===== config.mk =====
export PLATFORM = sky130hd
export DESIGN_NAME = stacked_arena_block_allocator
export DESIGN_NICKNAME = d
export VERILOG_FILES = /design/src/rtl/sab_pkg.sv /design/src/rtl/sab_ram.sv /design/src/rtl/sab_alu.sv /design/src/rtl/stacked_arena_block_allocator.sv
export SDC_FILE = /design/constraint.sdc
export NUM_CORES = 1
export LEC_CHECK = 0
export ABC_AREA = 1
export CAP_MARGIN = 40
export CORE_MARGIN = 5
export CORE_UTILIZATION = 50
export CTS_CLUSTER_DIAMETER = 60
export CTS_CLUSTER_SIZE = 20
export DETAILED_ROUTE_END_ITERATION = 7
export DONT_BUFFER_PORTS = 1
export PLACE_DENSITY = 0.67
export SKIP_CTS_REPAIR_TIMING = 1
export SLEW_MARGIN = 20
export SYNTH_ARGS = -nofsm -noshare
export SYNTH_HDL_FRONTEND = slang
export SYNTH_SLANG_ARGS = --single-unit

===== constraint.sdc =====
create_clock -name clk -period 7.95 [get_ports clk]
set_input_delay 1.59 -clock clk [delete_from_list [all_inputs] [get_ports clk]]
set_output_delay 1.59 -clock clk [all_outputs]
set_load 0.02 [all_outputs]

===== src/rtl/sab_pkg.sv =====
// Shared constants, codes and types of the stacked arena block allocator.
`default_nettype none

package sab_pkg;

    localparam int NUM_BLOCKS    = 16;
    localparam int PAYLOAD_BYTES = 512;
    localparam int ALIGN_BYTES   = 16;
    localparam int HEADER_BYTES  = 32;

    localparam int BLOCK_SIZE = ((HEADER_BYTES + PAYLOAD_BYTES + ALIGN_BYTES - 1) / ALIGN_BYTES)
                                * ALIGN_BYTES;
    localparam int DATA_START = ((HEADER_BYTES + ALIGN_BYTES - 1) / ALIGN_BYTES) * ALIGN_BYTES;
    localparam int MAX_SZ     = BLOCK_SIZE - DATA_START;

    localparam int OP_W    = 2;
    localparam int BYTES_W = 10;
    localparam int ADDR_W  = 14;
    localparam int STAT_W  = 2;
    localparam int IN_W    = 16;
    localparam int OUT_W   = 16;

    localparam int BLK_W   = $clog2(NUM_BLOCKS + 1);
    localparam int IDX_W   = $clog2(NUM_BLOCKS);
    localparam int FILL_W  = $clog2(BLOCK_SIZE + 1);
    localparam int ALIGN_W = $clog2(ALIGN_BYTES);
    localparam int SZ_W    = $clog2((((1 << BYTES_W) - 1 + ALIGN_BYTES - 1) / ALIGN_BYTES)
                                    * ALIGN_BYTES + 1);
    localparam int SUM_W   = ((FILL_W > SZ_W) ? FILL_W : SZ_W) + 1;
    localparam int PROD_W  = BLK_W + FILL_W;

    localparam logic [BLK_W-1:0] NONE = BLK_W'(NUM_BLOCKS);

    localparam logic [OP_W-1:0] OP_ALLOC = 2'd0;
    localparam logic [OP_W-1:0] OP_PUSH  = 2'd1;
    localparam logic [OP_W-1:0] OP_POP   = 2'd2;

    localparam logic [STAT_W-1:0] STAT_OK      = 2'd0;
    localparam logic [STAT_W-1:0] STAT_NOMEM   = 2'd1;
    localparam logic [STAT_W-1:0] STAT_NOARENA = 2'd2;
    localparam logic [STAT_W-1:0] STAT_TOOBIG  = 2'd3;

    typedef struct packed {
        logic [BLK_W-1:0]  blk;
        logic [FILL_W-1:0] off;
        logic [SZ_W-1:0]   add;
    } alu_in_t;

    typedef struct packed {
        logic [ADDR_W-1:0] addr;
        logic [SUM_W-1:0]  sum;
        logic              over;
    } alu_out_t;

    function automatic logic blk_valid(input logic [BLK_W-1:0] b);
        return b < NONE;
    endfunction

endpackage

`default_nettype wire


===== src/rtl/sab_ram.sv =====
// Generic single-write, single-read RAM with registered read data.
`default_nettype none

module sab_ram #(
    parameter int WIDTH = 8,
    parameter int DEPTH = 16
) (
    input  wire logic                     clk,
    input  wire logic                     wr_en,
    input  wire logic [$clog2(DEPTH)-1:0] wr_addr,
    input  wire logic [WIDTH-1:0]         wr_data,
    input  wire logic                     rd_en,
    input  wire logic [$clog2(DEPTH)-1:0] rd_addr,
    output logic      [WIDTH-1:0]         rd_data
);

    logic [WIDTH-1:0] mem [DEPTH];

    always_ff @(posedge clk)
    begin
        if (wr_en)
        begin
            mem[wr_addr] <= wr_data;
        end
        if (rd_en)
        begin
            rd_data <= mem[rd_addr];
        end
    end

endmodule

`default_nettype wire


===== src/rtl/sab_alu.sv =====
// Shared address and fill arithmetic unit of the allocator.
`default_nettype none

module sab_alu (
    input  wire sab_pkg::alu_in_t  op,
    output sab_pkg::alu_out_t      res
);

    logic [sab_pkg::PROD_W-1:0] addr_full;

    always_comb
    begin
        addr_full = sab_pkg::PROD_W'(op.blk) * sab_pkg::PROD_W'(sab_pkg::BLOCK_SIZE)
                    + sab_pkg::PROD_W'(op.off);
        res.addr  = addr_full[sab_pkg::ADDR_W-1:0];
        res.sum   = sab_pkg::SUM_W'(op.off) + sab_pkg::SUM_W'(op.add);
        res.over  = res.sum > sab_pkg::SUM_W'(sab_pkg::BLOCK_SIZE);
    end

endmodule

`default_nettype wire


===== src/rtl/stacked_arena_block_allocator.sv =====
// Top level: sequencer of the stacked arena block allocator.
//
//  channel | direction | handshake         | payload
//  --------+-----------+-------------------+------------------------------------------
//  s       | in        | s_tvalid/s_tready | s_tuser: opcode; s_tdata: alloc_bytes
//  m       | out       | m_tvalid/m_tready | m_tdata: address, status
//
// One transaction at a time; s_tready is high only while the sequencer is idle.
// Allocate that fits: decode, fill check, done; one that chains a block adds take, init, link.
// Push: decode, take, init, done. Pop: decode, parent fetch, one link read per parent block.
// All block links and fill offsets sit in single-port-read RAMs, one access per cycle.
// A finished result waits in the output register; the next transaction is taken meanwhile.
// Reset clears the control registers only; the block RAMs need no clearing.
`default_nettype none

module stacked_arena_block_allocator (
    input  wire logic                        clk,
    input  wire logic                        rst_n,
    input  wire logic                        s_tvalid,
    output logic                             s_tready,
    input  wire logic [sab_pkg::IN_W-1:0]    s_tdata,   // [9:0] alloc_bytes
    input  wire logic [sab_pkg::OP_W-1:0]    s_tuser,   // [1:0] opcode
    output logic                             m_tvalid,
    input  wire logic                        m_tready,
    output logic      [sab_pkg::OUT_W-1:0]   m_tdata    // [13:0] address, [15:14] status
);

    typedef enum logic [3:0] {
        ST_IDLE,
        ST_DEC,
        ST_A_CHK,
        ST_TAKE,
        ST_TK_POP,
        ST_TK_INIT,
        ST_TK_LINK,
        ST_P_PAR,
        ST_P_WALK,
        ST_DONE
    } state_t;

    state_t                          state_reg, state_next;
    logic [sab_pkg::OP_W-1:0]        op_reg, op_next;
    logic [sab_pkg::SZ_W-1:0]        sz_reg, sz_next;
    logic [sab_pkg::BLK_W-1:0]       free_head_reg, free_head_next;
    logic [sab_pkg::BLK_W-1:0]       top_reg, top_next;
    logic [sab_pkg::BLK_W-1:0]       cur_reg, cur_next;
    logic [sab_pkg::BLK_W-1:0]       fresh_reg, fresh_next;
    logic [sab_pkg::BLK_W-1:0]       nb_reg, nb_next;
    logic [sab_pkg::BLK_W-1:0]       walk_reg, walk_next;
    logic [sab_pkg::IDX_W-1:0]       cnt_reg, cnt_next;
    logic [sab_pkg::ADDR_W-1:0]      res_addr_reg, res_addr_next;
    logic [sab_pkg::STAT_W-1:0]      res_status_reg, res_status_next;
    logic                            m_valid_reg, m_valid_next;
    logic [sab_pkg::OUT_W-1:0]       m_data_reg, m_data_next;

    logic                            next_we, next_re;
    logic [sab_pkg::IDX_W-1:0]       next_wa, next_ra;
    logic [sab_pkg::BLK_W-1:0]       next_wd, next_rd;
    logic                            par_we, par_re;
    logic [sab_pkg::IDX_W-1:0]       par_wa, par_ra;
    logic [sab_pkg::BLK_W-1:0]       par_wd, par_rd;
    logic                            fill_we, fill_re;
    logic [sab_pkg::IDX_W-1:0]       fill_wa, fill_ra;
    logic [sab_pkg::FILL_W-1:0]      fill_wd, fill_rd;

    logic [sab_pkg::SZ_W-1:0]        sz_raw;
    logic [sab_pkg::BLK_W-1:0]       new_top;
    sab_pkg::alu_in_t                alu_op;
    sab_pkg::alu_out_t               alu_res;

    sab_ram #(.WIDTH(sab_pkg::BLK_W), .DEPTH(sab_pkg::NUM_BLOCKS)) u_next_ram (
        .clk     (clk),
        .wr_en   (next_we),
        .wr_addr (next_wa),
        .wr_data (next_wd),
        .rd_en   (next_re),
        .rd_addr (next_ra),
        .rd_data (next_rd)
    );

    sab_ram #(.WIDTH(sab_pkg::BLK_W), .DEPTH(sab_pkg::NUM_BLOCKS)) u_parent_ram (
        .clk     (clk),
        .wr_en   (par_we),
        .wr_addr (par_wa),
        .wr_data (par_wd),
        .rd_en   (par_re),
        .rd_addr (par_ra),
        .rd_data (par_rd)
    );

    sab_ram #(.WIDTH(sab_pkg::FILL_W), .DEPTH(sab_pkg::NUM_BLOCKS)) u_fill_ram (
        .clk     (clk),
        .wr_en   (fill_we),
        .wr_addr (fill_wa),
        .wr_data (fill_wd),
        .rd_en   (fill_re),
        .rd_addr (fill_ra),
        .rd_data (fill_rd)
    );

    sab_alu u_alu (
        .op  (alu_op),
        .res (alu_res)
    );

    assign s_tready = (state_reg == ST_IDLE);
    assign m_tvalid = m_valid_reg;
    assign m_tdata  = m_data_reg;

    // round the request up to the alignment
    assign sz_raw  = (sab_pkg::SZ_W'(s_tdata[sab_pkg::BYTES_W-1:0])
                      + sab_pkg::SZ_W'(sab_pkg::ALIGN_BYTES - 1))
                     >> sab_pkg::ALIGN_W << sab_pkg::ALIGN_W;
    assign new_top = sab_pkg::blk_valid(par_rd) ? par_rd : sab_pkg::NONE;

    always_comb
    begin
        state_next      = state_reg;
        op_next         = op_reg;
        sz_next         = sz_reg;
        free_head_next  = free_head_reg;
        top_next        = top_reg;
        cur_next        = cur_reg;
        fresh_next      = fresh_reg;
        nb_next         = nb_reg;
        walk_next       = walk_reg;
        cnt_next        = cnt_reg;
        res_addr_next   = res_addr_reg;
        res_status_next = res_status_reg;
        m_data_next     = m_data_reg;
        m_valid_next    = m_valid_reg && !m_tready;

        next_we = 1'b0;
        next_wa = cur_reg[sab_pkg::IDX_W-1:0];
        next_wd = free_head_reg;
        next_re = 1'b0;
        next_ra = free_head_reg[sab_pkg::IDX_W-1:0];
        par_we  = 1'b0;
        par_wa  = nb_reg[sab_pkg::IDX_W-1:0];
        par_wd  = top_reg;
        par_re  = 1'b0;
        par_ra  = top_reg[sab_pkg::IDX_W-1:0];
        fill_we = 1'b0;
        fill_wa = cur_reg[sab_pkg::IDX_W-1:0];
        fill_wd = alu_res.sum[sab_pkg::FILL_W-1:0];
        fill_re = 1'b0;
        fill_ra = cur_reg[sab_pkg::IDX_W-1:0];

        alu_op.blk = cur_reg;
        alu_op.off = fill_rd;
        alu_op.add = sz_reg;

        case (state_reg)
            ST_IDLE:
            begin
                if (s_tvalid)
                begin
                    op_next         = s_tuser;
                    sz_next         = sz_raw;
                    res_addr_next   = '0;
                    res_status_next = sab_pkg::STAT_OK;
                    state_next      = ST_DEC;
                end
            end
            ST_DEC:
            begin
                case (op_reg)
                    sab_pkg::OP_ALLOC:
                    begin
                        if (!sab_pkg::blk_valid(cur_reg) || !sab_pkg::blk_valid(top_reg))
                        begin
                            res_status_next = sab_pkg::STAT_NOARENA;
                            state_next      = ST_DONE;
                        end
                        else if (sz_reg > sab_pkg::SZ_W'(sab_pkg::MAX_SZ))
                        begin
                            res_status_next = sab_pkg::STAT_TOOBIG;
                            state_next      = ST_DONE;
                        end
                        else
                        begin
                            fill_re    = 1'b1;
                            state_next = ST_A_CHK;
                        end
                    end
                    sab_pkg::OP_PUSH:
                    begin
                        state_next = ST_TAKE;
                    end
                    sab_pkg::OP_POP:
                    begin
                        if (!sab_pkg::blk_valid(top_reg) || !sab_pkg::blk_valid(cur_reg))
                        begin
                            res_status_next = sab_pkg::STAT_NOARENA;
                            state_next      = ST_DONE;
                        end
                        else
                        begin
                            // hand the whole top chain to the free list, fetch the parent
                            next_we        = 1'b1;
                            free_head_next = top_reg;
                            par_re         = 1'b1;
                            state_next     = ST_P_PAR;
                        end
                    end
                    default:
                    begin
                        state_next = ST_DONE;
                    end
                endcase
            end
            ST_A_CHK:
            begin
                if (alu_res.over)
                begin
                    state_next = ST_TAKE;
                end
                else
                begin
                    fill_we       = 1'b1;
                    res_addr_next = alu_res.addr;
                    state_next    = ST_DONE;
                end
            end
            ST_TAKE:
            begin
                if (sab_pkg::blk_valid(free_head_reg))
                begin
                    next_re    = 1'b1;
                    state_next = ST_TK_POP;
                end
                else if (fresh_reg < sab_pkg::NONE)
                begin
                    nb_next    = fresh_reg;
                    fresh_next = fresh_reg + sab_pkg::BLK_W'(1);
                    state_next = ST_TK_INIT;
                end
                else
                begin
                    res_status_next = sab_pkg::STAT_NOMEM;
                    state_next      = ST_DONE;
                end
            end
            ST_TK_POP:
            begin
                nb_next        = free_head_reg;
                free_head_next = next_rd;
                state_next     = ST_TK_INIT;
            end
            ST_TK_INIT:
            begin
                next_we    = 1'b1;
                next_wa    = nb_reg[sab_pkg::IDX_W-1:0];
                next_wd    = sab_pkg::NONE;
                fill_we    = 1'b1;
                fill_wa    = nb_reg[sab_pkg::IDX_W-1:0];
                alu_op.blk = nb_reg;
                alu_op.off = sab_pkg::FILL_W'(sab_pkg::DATA_START);
                if (op_reg == sab_pkg::OP_PUSH)
                begin
                    fill_wd    = sab_pkg::FILL_W'(sab_pkg::DATA_START);
                    par_we     = 1'b1;
                    top_next   = nb_reg;
                    cur_next   = nb_reg;
                    state_next = ST_DONE;
                end
                else
                begin
                    // a fresh block always fits a request that passed the size check
                    res_addr_next = alu_res.addr;
                    state_next    = ST_TK_LINK;
                end
            end
            ST_TK_LINK:
            begin
                next_we    = 1'b1;
                next_wd    = nb_reg;
                cur_next   = nb_reg;
                state_next = ST_DONE;
            end
            ST_P_PAR:
            begin
                top_next  = new_top;
                walk_next = new_top;
                cnt_next  = '0;
                if (sab_pkg::blk_valid(new_top))
                begin
                    next_re    = 1'b1;
                    next_ra    = new_top[sab_pkg::IDX_W-1:0];
                    state_next = ST_P_WALK;
                end
                else
                begin
                    cur_next   = sab_pkg::NONE;
                    state_next = ST_DONE;
                end
            end
            ST_P_WALK:
            begin
                // advance along the parent chain to its last block
                if (!sab_pkg::blk_valid(next_rd))
                begin
                    cur_next   = walk_reg;
                    state_next = ST_DONE;
                end
                else if (cnt_reg == sab_pkg::IDX_W'(sab_pkg::NUM_BLOCKS - 1))
                begin
                    cur_next   = next_rd;
                    state_next = ST_DONE;
                end
                else
                begin
                    walk_next = next_rd;
                    cnt_next  = cnt_reg + sab_pkg::IDX_W'(1);
                    next_re   = 1'b1;
                    next_ra   = next_rd[sab_pkg::IDX_W-1:0];
                end
            end
            ST_DONE:
            begin
                if (!m_valid_reg || m_tready)
                begin
                    m_data_next  = {res_status_reg, res_addr_reg};
                    m_valid_next = 1'b1;
                    state_next   = ST_IDLE;
                end
            end
            default:
            begin
                state_next = ST_IDLE;
            end
        endcase
    end

    always_ff @(posedge clk or negedge rst_n)
    begin
        if (!rst_n)
        begin
            state_reg     <= ST_IDLE;
            free_head_reg <= sab_pkg::NONE;
            top_reg       <= sab_pkg::NONE;
            cur_reg       <= sab_pkg::NONE;
            fresh_reg     <= '0;
            m_valid_reg   <= 1'b0;
        end
        else
        begin
            state_reg     <= state_next;
            free_head_reg <= free_head_next;
            top_reg       <= top_next;
            cur_reg       <= cur_next;
            fresh_reg     <= fresh_next;
            m_valid_reg   <= m_valid_next;
        end
    end

    always_ff @(posedge clk)
    begin
        op_reg         <= op_next;
        sz_reg         <= sz_next;
        nb_reg         <= nb_next;
        walk_reg       <= walk_next;
        cnt_reg        <= cnt_next;
        res_addr_reg   <= res_addr_next;
        res_status_reg <= res_status_next;
        m_data_reg     <= m_data_next;
    end

endmodule

`default_nettype wire


==> out/qor.yml, run 1 <==
logic_synthesis:
  yosys_warnings: 0
  async_reset_ff_share_pct: 5.95
  synth_cell_types: 52
  yosys-top-cells-area: "edfxtp_1, o211ai_1, inv_1, o21ai_0, mux2i_1"
  synth.yosys.seq_area_share_pct: 68.1
  synth_top_area_share_pct: 64.6
  yosysTopAreaCell: "edfxtp_1"
  syn-instance-count: 1524
  synth-seq-cells: 420
  syn_area_um2: 18400
  syn-num-nets: 1562
  syn_area_per_cell_um2: 12.0
  synth-edff-count: 395
  synthFlopType: "edfxtp_1"
power_and_ir_drop:
  sw_frac_of_total_pct: 36.5
  p_comb_share_pct: 32.9
  clockPowerShare_pct: 22.3
  powerDensity_nw_per_um2: 340
  p_leak_uw: 0.00748
  worst_ir_drop_vdd_mv: 0.198
  p_int_uw: 4340
  switchingPower_uw: 2490
  finalPower_uw: 6830
  pwr-share-seq_pct: 44.8
timing:
  setup_violations: 0
  clock_skew_ns: 0.0274
  period_share_pct: 47.2
  rsz0062_at_grt: "false"
  timing.slew.headroom_pct: 41.9
  min_period_ns: 3.75
  tightest_slew_ns: 0.869
  fmax_ghz: 0.266
  finalMaxSlewViolations: 0
  hold_viol: 0
  setup_tns_ns: 0
critical_path:
  rrSetupSlack_ns: 4.20
  r2r-start: "state_reg[3]$_DFFE_PN0P_"
  cp_max_fo: 17
  ff2ff_path_depth: 15
  crit_start: "state_reg[3]$_DFFE_PN0P_"
  end_kind: "flop"
  r2r_end: "u_fill_ram.mem[6][9]$_DFFE_PP_"
  timing_worst_setup_path_type: "flop to flop"
  worstPathRequired_ns: 8.17
  critPathCapture: "u_fill_ram.mem[6][9]$_DFFE_PP_"
  startpoint_type: "flop"
  worstPathArrival_ns: 3.97
placement:
  placed_cells: 1970
  placed_area_um2: 19100
  gp_congestion: 0.895
  dp_hpwl_um: 25500
  portBuffers: 0
layout:
  syn_to_final_growth_pct: 9.43
  final_util_pct: 55.1
  regMostFlops: "u_fill_ram.mem"
  reg_top3: "u_fill_ram.mem: 160 flops, u_next_ram.mem: 80 flops, u_parent_ram.mem: 80 flops"
  final_area_um2: 20100
  layout-drive-gt1-share_pct: 9.10
  largest_reg_flops: 160
  nFillCells: 3013
  nNetsFinal: 1579
  stdcell_count: 2028
  antenna_cells: 0
clock_tree:
  max-clock-path-buffers: 3
  cts_sinks: 420
  ctsRootBufferMaster: "clkbuf_16"
  cts_buffers: 29
  htree_levels: 1
  cts_tree: "built"
  clk-insertion-delay-late_ns: 0.59
  clkTransAtPathRegs_ns: 0.08
routing:
  drc: 0
  num_vias: 11400
  drtAntennaViolNets: 0
  via_per_inst: 5.60
  wl_per_cell_um: 18.8
  first_iter_violations: 998
  drtPass1Iterations: 5
  wl_um: 38200
floorplanning:
  ios: 40
  die-area_um2: 40600
  start_util_pct: 50.4
  fp.dieW_um: 202
  core_area_um2: 36400
  die_h_um: 202
  fp-row-count: 70
min_path:
  hold_path.class: "flop to flop"
  hold_start: "res_addr_reg[2]$_SDFFCE_PP0P_"
status:
  status: "finished, final reports clean"
global_route:
  grt_start_max_net_pins: 66
  track_usage_pct: 18.5
  grt_pass1_wl_um: 60500
  grt_pass1_vias: 11000
  overflow: 0
  antenna_found_initial: 0
job:
  cap_violations: 0
critical path, stage by stage (launching register included):
cell      delay [ns]
dfrtp_1         0.41
inv_1           0.07
nand2_1         0.14
nor2_1          0.06
buf_4           0.19
nor2_1          0.15
ha_1            0.19
inv_1           0.06
fa_1            0.55
o21bai_1        0.13
nand2_1         0.07
nor2_1          0.10
nand2_1         0.08
nand3_2         0.08
nand3_2         0.36
a21boi_2        0.75
area by class of cell:
| type | instances | area, um^2 | share of cell area, % |
|---|---|---|---|
| flip-flops and latches | 420 | 12500 | 62.2 |
| well taps | 468 | 586 | 2.92 |
| repair buffers | 50 | 453 | 2.25 |
| clock buffers | 34 | 754 | 3.76 |
| multi-input cells | 842 | 4860 | 24.2 |
| inverters | 198 | 743 | 3.70 |
| clock inverters | 16 | 195 | 0.972 |
metrics by stage:
step / hold slack [ns] / worst slack, ns
after floorplan: 0.400 / 4.62
after global routing: 0.431 / 3.98
after CTS: 0.422 / 4.18
final: 0.421 / 4.20
after detailed placement: 0.405 / 4.19
after global placement: 0.403 / 3.69
layer usage:
layer | global-route usage [%] | share of wire, % | vias up
met1 | 26.8 | 46 | 5475
met4 | 4.47 | 2.0 | 0
met5 | 0 | 0 | -
li1 | - | - | 5497
met3 | 3.09 | 6.0 | 64
met2 | 29.6 | 46 | 323
cell families after synthesis:
kind of cell / count (synthesis) / synth area share (%)
mux: 61 / 3.33
buf+inv: 262 / 5.62
simple gates: 375 / 8.98
xor+xnor: 10 / 0.477
compound gates: 380 / 12.4
fa+ha+maj: 16 / 1.13
flops: 420 / 68.1
worst min-delay path by stage:
stage / end / slack, ns / cells after the start
finish: m_tdata[2]$_DFFE_PP_ / 0.42 / 0
global route: m_tdata[8]$_DFFE_PP_ / 0.43 / 0
CTS: m_tdata[2]$_DFFE_PP_ / 0.42 / 0
detailed placement: m_tdata[2]$_DFFE_PP_ / 0.40 / 0
global placement: m_tdata[13]$_DFFE_PP_ / 0.40 / 0
floorplan: m_tdata[0]$_DFFE_PP_ / 0.40 / 0
power by group through the flow:
stage | clock (uW) | combinational (uW) | sequential, uW
final | 1530 | 2250 | 3060
after global routing | 1640 | 2500 | 3090
after CTS | 1560 | 2220 | 3060
after detailed placement | 0 | 2200 | 3110
after global placement | 0 | 2060 | 3130
after floorplan | 0 | 1570 | 3020
cell usage in the layout (no fill, tap or decap), types with 9 or more instances in the layout:
cell and count:
buf_4 37, dfrtp_1 20, ha_1 15, nand2_2 9, a21boi_1 9, nand3_1 65
clkbuf_16 29, nand4_1 9, nand2_1 151, mux2i_1 60, inv_1 188, o211ai_1 95
edfxtp_1 395, nor2_1 104, nor3_1 18, o21ai_0 132, a21oi_1 95
cells in the mapped netlist (10+ instances only):
library cell and instances:
a21oi_1 95, buf_2 15, clkbuf_1 39, dfrtp_1 22
edfxtp_1 395, ha_1 15, inv_1 188, mux2i_1 60
nand2_1 151, nand3_1 65, nor2_1 105, nor3_1 18
o211ai_1 95, o21ai_0 132, o22ai_1 10
(Power assumes the default switching activity.)
==> run 2, diff against run 1 <==
--- a/config.mk
+++ b/config.mk
@@ -5,7 +5,7 @@
 export SDC_FILE = /design/constraint.sdc
 export NUM_CORES = 1
 export LEC_CHECK = 0
-export ABC_AREA = 1
+export ABC_AREA = 0
 export CAP_MARGIN = 40
 export CORE_MARGIN = 5
 export CORE_UTILIZATION = 50
@@ -13,7 +13,7 @@
 export CTS_CLUSTER_SIZE = 20
 export DETAILED_ROUTE_END_ITERATION = 7
 export DONT_BUFFER_PORTS = 1
-export PLACE_DENSITY = 0.67
+export PLACE_DENSITY = 0.7
 export SKIP_CTS_REPAIR_TIMING = 1
 export SLEW_MARGIN = 20
 export SYNTH_ARGS = -nofsm -noshare
==> constraint.sdc (replaced) <==
create_clock -name clk -period 3.28 [get_ports clk]
set_input_delay 0.656 -clock clk [delete_from_list [all_inputs] [get_ports clk]]
set_output_delay 0.656 -clock clk [all_outputs]
set_load 0.02 [all_outputs]
==> out/qor.yml, run 2 <==
power_and_ir_drop:
  p_leak_uw: 0.00680
  finalPower_uw: 17400
  powerDensity_nw_per_um2: 848
  worst_ir_drop_vdd_mv: 0.526
clock_tree:
  max-clock-path-buffers: 3
  clkTransAtPathRegs_ns: 0.07
  cts_buffers: 34
  clk-insertion-delay-late_ns: 0.54
  cts_sinks: 420
  ctsRootBufferMaster: "clkbuf_16"
  htree_levels: 2
  cts_tree: "built"
timing:
  min_period_ns: 3.46
  timing.slew.headroom_pct: 45.2
  worst_slack_ns: -0.182
  rsz0062_at_grt: "true"
  tightest_slew_ns: 0.823
  setup_tns_ns: -24.40
  setup_violations: 160
  finalMaxSlewViolations: 0
  fmax_ghz: 0.289
  whs_ns: 0.216
  period_share_pct: 106
  clock_skew_ns: 0.0287
  hold_viol: 0
min_path:
  hold_path.class: "primary input to flop"
routing:
  wl_per_cell_um: 23.0
  drtPass1Iterations: 5
  drc: 0
  drtAntennaViolNets: 0
  first_iter_violations: 920
  wl_um: 37800
  via_per_inst: 5.91
  num_vias: 9693
layout:
  nFillCells: 2717
  multiInputGateArea_um2: 5280
  final_common_cell: "edfxtp_1"
  largest_reg_flops: 160
  antenna_cells: 0
  nNetsFinal: 1193
  stdcell_count: 1639
  layout-drive-gt1-share_pct: 23.6
  syn_to_final_growth_pct: 14.9
  ff_latch_area_um2: 12500
  final_cell_mix: "edfxtp_1, nand2_1, mux4_2"
  regMostFlops: "u_fill_ram.mem"
  reg_top3: "u_fill_ram.mem: 160 flops, u_next_ram.mem: 80 flops, u_parent_ram.mem: 80 flops"
floorplanning:
  fp.dieW_um: 199
  ios: 40
  die_h_um: 199
  start_util_pct: 50.4
  die-area_um2: 39600
  core_area_um2: 35400
  fp-row-count: 69
global_route:
  antenna_found_initial: 0
  grt_pass1_wl_um: 58600
  grt_util_met3_pct: 3.52
  grt_pass1_vias: 9816
  overflow: 0
  grt.busiest_layer: "met2"
  track_usage_pct: 19.5
  grt_util_met2_pct: 32.3
  grt_start_max_net_pins: 42
  met1_usage_pct: 27.3
logic_synthesis:
  yosys-top-cells-area: "edfxtp_1, mux4_2, dfrtp_1, nand2_1, nor2_1"
  synth_cell_types: 71
  yosysMostFrequentCell: "edfxtp_1"
  synth.yosys.seq_area_share_pct: 70.0
  syn_area_per_cell_um2: 16.4
  synth_top_area_share_pct: 66.5
  yosys-top-cells-count: "edfxtp_1, nand2_1, mux4_2"
  yosysTopAreaCell: "edfxtp_1"
  synth-edff-count: 395
  async_reset_ff_share_pct: 5.95
  yosys_warnings: 0
  syn-num-nets: 1127
  syn-instance-count: 1089
  synth-seq-cells: 420
  syn_area_um2: 17800
  synthFlopType: "edfxtp_1"
critical_path:
  worstPathArrival_ns: 3.70
  cp_max_fo: 12
  end_kind: "flop"
  timing_worst_setup_path_type: "flop to flop"
  startpoint_type: "flop"
  worstPathRequired_ns: 3.52
placement:
  dp_hpwl_um: 25900
  gp_congestion: 0.895
  placed_cells: 1575
  dp_slack_ns: -0.192
  portBuffers: 0
job:
  cap_violations: 0
status:
  violations: "negative setup slack"
  status: "complete, but fails checks"
-- run 2: cell count changes after synthesis, sizes merged, moves of 33 or more --
| cell | before | now |
|---|---|---|
| nor2 | 111 | 71 |
| inv | 194 | 22 |
| o21ai | 141 | 28 |
| nand2 | 160 | 95 |
| o211ai | 95 | 3 |
| a211oi | 0 | 33 |
| nand3 | 71 | 18 |
| and2 | 0 | 34 |
| a21oi | 95 | 21 |
| mux2i | 60 | 24 |
| mux4 | 0 | 75 |
-- run 2: cell families after synthesis --
kind of cell / count (synthesis) / share of synthesized area [%]
fa+ha+maj: 21 / 1.46
simple gates: 275 / 7.36
compound gates: 158 / 6.40
buf+inv: 80 / 2.01
xor+xnor: 24 / 1.18
mux: 111 / 11.6
flops: 420 / 70.0
-- run 2: through the flow --
stage               util [%]  instance area [um^2]
floorplan                  -                 18100
global placement        54.2                 19200
detailed placement      54.3                 19200
CTS                     57.6                 20400
global route            57.9                 20500
finish                  57.9                 20500
-- run 2: critical path, stage by stage, from the launching register on --
cell and delay, ns:
dfrtp_1 0.41, nand4bb_4 0.14, and2_4 0.17, ha_4 0.15, inv_2 0.04, fa_2 0.39, maj3_2 0.33, o21ai_2 0.17
or3_4 0.15, nand4_1 0.10, a221o_1 0.45, buf_12 0.20, a211oi_4 0.27, buf_12 0.18
-- run 2: area by class of cell --
class / count / share of cell area, %
Sequential cell: 420 / 60.9
Multi-Input combinational cell: 589 / 25.7
Clock buffer: 40 / 4.57
Timing Repair Buffer: 88 / 4.44
Tap cell: 461 / 2.81
Clock inverter: 19 / 1.12
Inverter: 22 / 0.403
-- run 2: path summary, 6_finish.rpt --
check / start / endpoint / slack (ns) / cells after the start
max: state_reg[0]$_DFFE_PN0P_ / u_fill_ram.mem[7][3]$_DFFE_PP_ / -0.18 / 13
min: s_tuser[1] / op_reg[1]$_DFFE_PP_ / 0.22 / 0
max reg2reg: state_reg[0]$_DFFE_PN0P_ / u_fill_ram.mem[7][3]$_DFFE_PP_ / -0.18 / 13
min reg2reg: res_addr_reg[8]$_SDFFCE_PP0P_ / m_tdata[8]$_DFFE_PP_ / 0.42 / 0
max in group asynchronous: rst_n / free_head_reg[4]$_DFFE_PN1P_ / 2.46 / 2
min in group asynchronous: rst_n / free_head_reg[1]$_DFFE_PN0P_ / 0.59 / 2
-- run 2: layer usage --
layer / up-vias / part of all wire (%)
met4: 0 / 2.4
li1: 4404 / -
met3: 65 / 5.4
met2: 267 / 51
met5: - / 0
met1: 4957 / 42
-- run 2: power by group --
| part | internal [uW] | switching, uW | leakage [uW] |
|---|---|---|---|
| Combinational | 2290 | 3440 | 0.00233 |
| Sequential | 7030 | 411 | 0.00391 |
| Clock | 2230 | 1990 | 0.000561 |
| Total | 11500 | 5830 | 0.00680 |
==> run 3, diff against run 2 <==
--- a/config.mk
+++ b/config.mk
@@ -13,6 +13,7 @@
 export CTS_CLUSTER_SIZE = 20
 export DETAILED_ROUTE_END_ITERATION = 7
 export DONT_BUFFER_PORTS = 1
+export MAX_ROUTING_LAYER = met4
 export PLACE_DENSITY = 0.7
 export SKIP_CTS_REPAIR_TIMING = 1
 export SLEW_MARGIN = 20
==> out/qor.yml, run 3 (same netlist as run 2, synthesis figures left out) <==
status:
  status: "complete, but fails checks"
  violations: "negative setup slack"
routing:
  wl_um: 37900
  drtPass1Iterations: 6
  drc: 0
  num_vias: 9790
  via_per_inst: 6.01
  drtAntennaViolNets: 0
  wl_per_cell_um: 23.2
  first_iter_violations: 842
critical_path:
  worst_path_max_delay_cell: "a221o_2"
  r2r-start: "state_reg[1]$_DFFE_PN0P_"
  end_kind: "flop"
  rrSetupSlack_ns: -0.28
  r2r_end: "u_fill_ram.mem[3][2]$_DFFE_PP_"
  startpoint_type: "flop"
  timing_worst_setup_path_type: "flop to flop"
  crit_chain: "nand4bb_4, and2_4, ha_4, inv_2, fa_2, nor2b_1, o211ai_1, o21a_1, nand3_2, a211o_1, a221o_2, buf_4, a211oi_4, buf_12"
  cp_max_fo: 10
  worstPathRequired_ns: 3.56
  ff2ff_path_depth: 14
  cp_slowest_stage_delay_ns: 0.46
  worstPathArrival_ns: 3.84
clock_tree:
  cts_sinks: 420
  max-clock-path-buffers: 3
  cts_tree: "built"
  htree_levels: 1
  ctsRootBufferMaster: "clkbuf_16"
  clk-insertion-delay-late_ns: 0.58
  clkTransAtPathRegs_ns: 0.07
  cts_buffers: 30
layout:
  regMostFlops: "u_fill_ram.mem"
  layout-drive-gt1-share_pct: 23.0
  final_common_cell: "edfxtp_1"
  syn_to_final_growth_pct: 14.2
  nNetsFinal: 1190
  final_util_pct: 57.5
  reg_top3: "u_fill_ram.mem: 160 flops, u_next_ram.mem: 80 flops, u_parent_ram.mem: 80 flops"
  final_cell_mix: "edfxtp_1, nand2_1, mux4_2"
  final_area_um2: 20400
  largest_reg_flops: 160
  nFillCells: 2676
floorplanning:
  fp-row-count: 69
  die_h_um: 199
  ios: 40
  fp.dieW_um: 199
  die-area_um2: 39600
  core_area_um2: 35400
  start_util_pct: 50.4
timing:
  setup_violations: 160
  rsz0062_at_grt: "true"
  hold_viol: 0
  min_period_ns: 3.56
  period_share_pct: 109
  clock_skew_ns: 0.0260
  worst_slack_ns: -0.282
  tightest_slew_ns: 0.793
  fmax_ghz: 0.281
  finalMaxSlewViolations: 0
  timing.slew.headroom_pct: 46.6
job:
  cap_violations: 0
global_route:
  antenna_found_initial: 1
  overflow: 0
  track_usage_pct: 19.9
  grt_start_max_net_pins: 42
  grt_pass1_wl_um: 58000
  grt_pass1_vias: 9744
placement:
  portBuffers: 0
  placed_area_um2: 19200
  gp_congestion: 0.907
  dp_hpwl_um: 26000
min_path:
  worstHoldPathCells: 0
  hold_path.class: "primary input to flop"
  hold_end: "op_reg[1]$_DFFE_PP_"
  hold_start: "s_tuser[1]"
power_and_ir_drop:
  p_leak_uw: 0.00672
  powerDensity_nw_per_um2: 829
  worst_ir_drop_vdd_mv: 0.429
[run 3: changes by cell type in the layout (fill, tap and decap cells not counted), sizes merged]
cell / delta
clkbuf: -6
inv: -4
clkinvlp: -1
diode: +1
[run 3: per-stage QoR]
stage	setup WS, ns	instances	TNS (ns)	total power, uW	hold WS, ns
CTS	-0.193	1622	-25.99	16900	-0.261
detailed placement	-0.160	1575	-21.83	13200	0.362
floorplan	-0.615	1089	-88.26	11300	0.360
global placement	-0.144	1574	-17.30	13100	0.362
finish	-0.282	1629	-39.32	16900	0.173
global route	-0.379	1629	-55.66	17700	0.149
[run 3: worst max-delay path: cells and delay by family, from the launching register on]
family,cells,cell delay [ns]
AO/OA/AOI/OAI,5,1.44
buffers and inverters,3,0.46
adder cells (fa/ha/maj),2,0.41
flip-flops,1,0.38
AND/OR/NAND/NOR,4,0.56
[run 3: layer usage]
metal  GRT usage, %  vias to the layer above  wire length, um
li1               -                     4401                -
met1           26.6                     4997            15600
met2           32.1                      333            19000
met3           3.44                       59             2350
met4           5.19                        0              947
met5              -                        -                0
[run 3: layout make-up]
| type | count | area (um^2) | area share (%) |
|---|---|---|---|
| well taps | 461 | 577 | 2.83 |
| clock buffers | 33 | 783 | 3.85 |
| multi-input cells | 589 | 5280 | 25.9 |
| inverters | 22 | 82.6 | 0.405 |
| clock inverters | 14 | 185 | 0.909 |
| flip-flops and latches | 420 | 12500 | 61.3 |
| diodes | 1 | 2.50 | 0.0123 |
| repair buffers | 89 | 961 | 4.72 |
[run 3: report_power, final]
| group | internal [uW] | switching, uW | total [uW] |
|---|---|---|---|
| Sequential | 7030 | 412 | 7440 |
| Combinational | 2300 | 3440 | 5740 |
| Clock | 1850 | 1840 | 3700 |
[run 3: how the worst max path moves through the flow]
stage,startpoint,endpoint,slack [ns],depth (start not counted)
floorplan,state_reg[1]$_DFFE_PN0P_,u_fill_ram.mem[10][0]$_DFFE_PP_,-0.61,18
global placement,state_reg[1]$_DFFE_PN0P_,u_fill_ram.mem[13][7]$_DFFE_PP_,-0.14,14
detailed placement,state_reg[1]$_DFFE_PN0P_,u_fill_ram.mem[12][5]$_DFFE_PP_,-0.16,12
CTS,state_reg[1]$_DFFE_PN0P_,u_fill_ram.mem[12][1]$_DFFE_PP_,-0.19,14
global route,state_reg[1]$_DFFE_PN0P_,u_fill_ram.mem[3][2]$_DFFE_PP_,-0.38,14
finish,state_reg[1]$_DFFE_PN0P_,u_fill_ram.mem[3][2]$_DFFE_PP_,-0.28,14
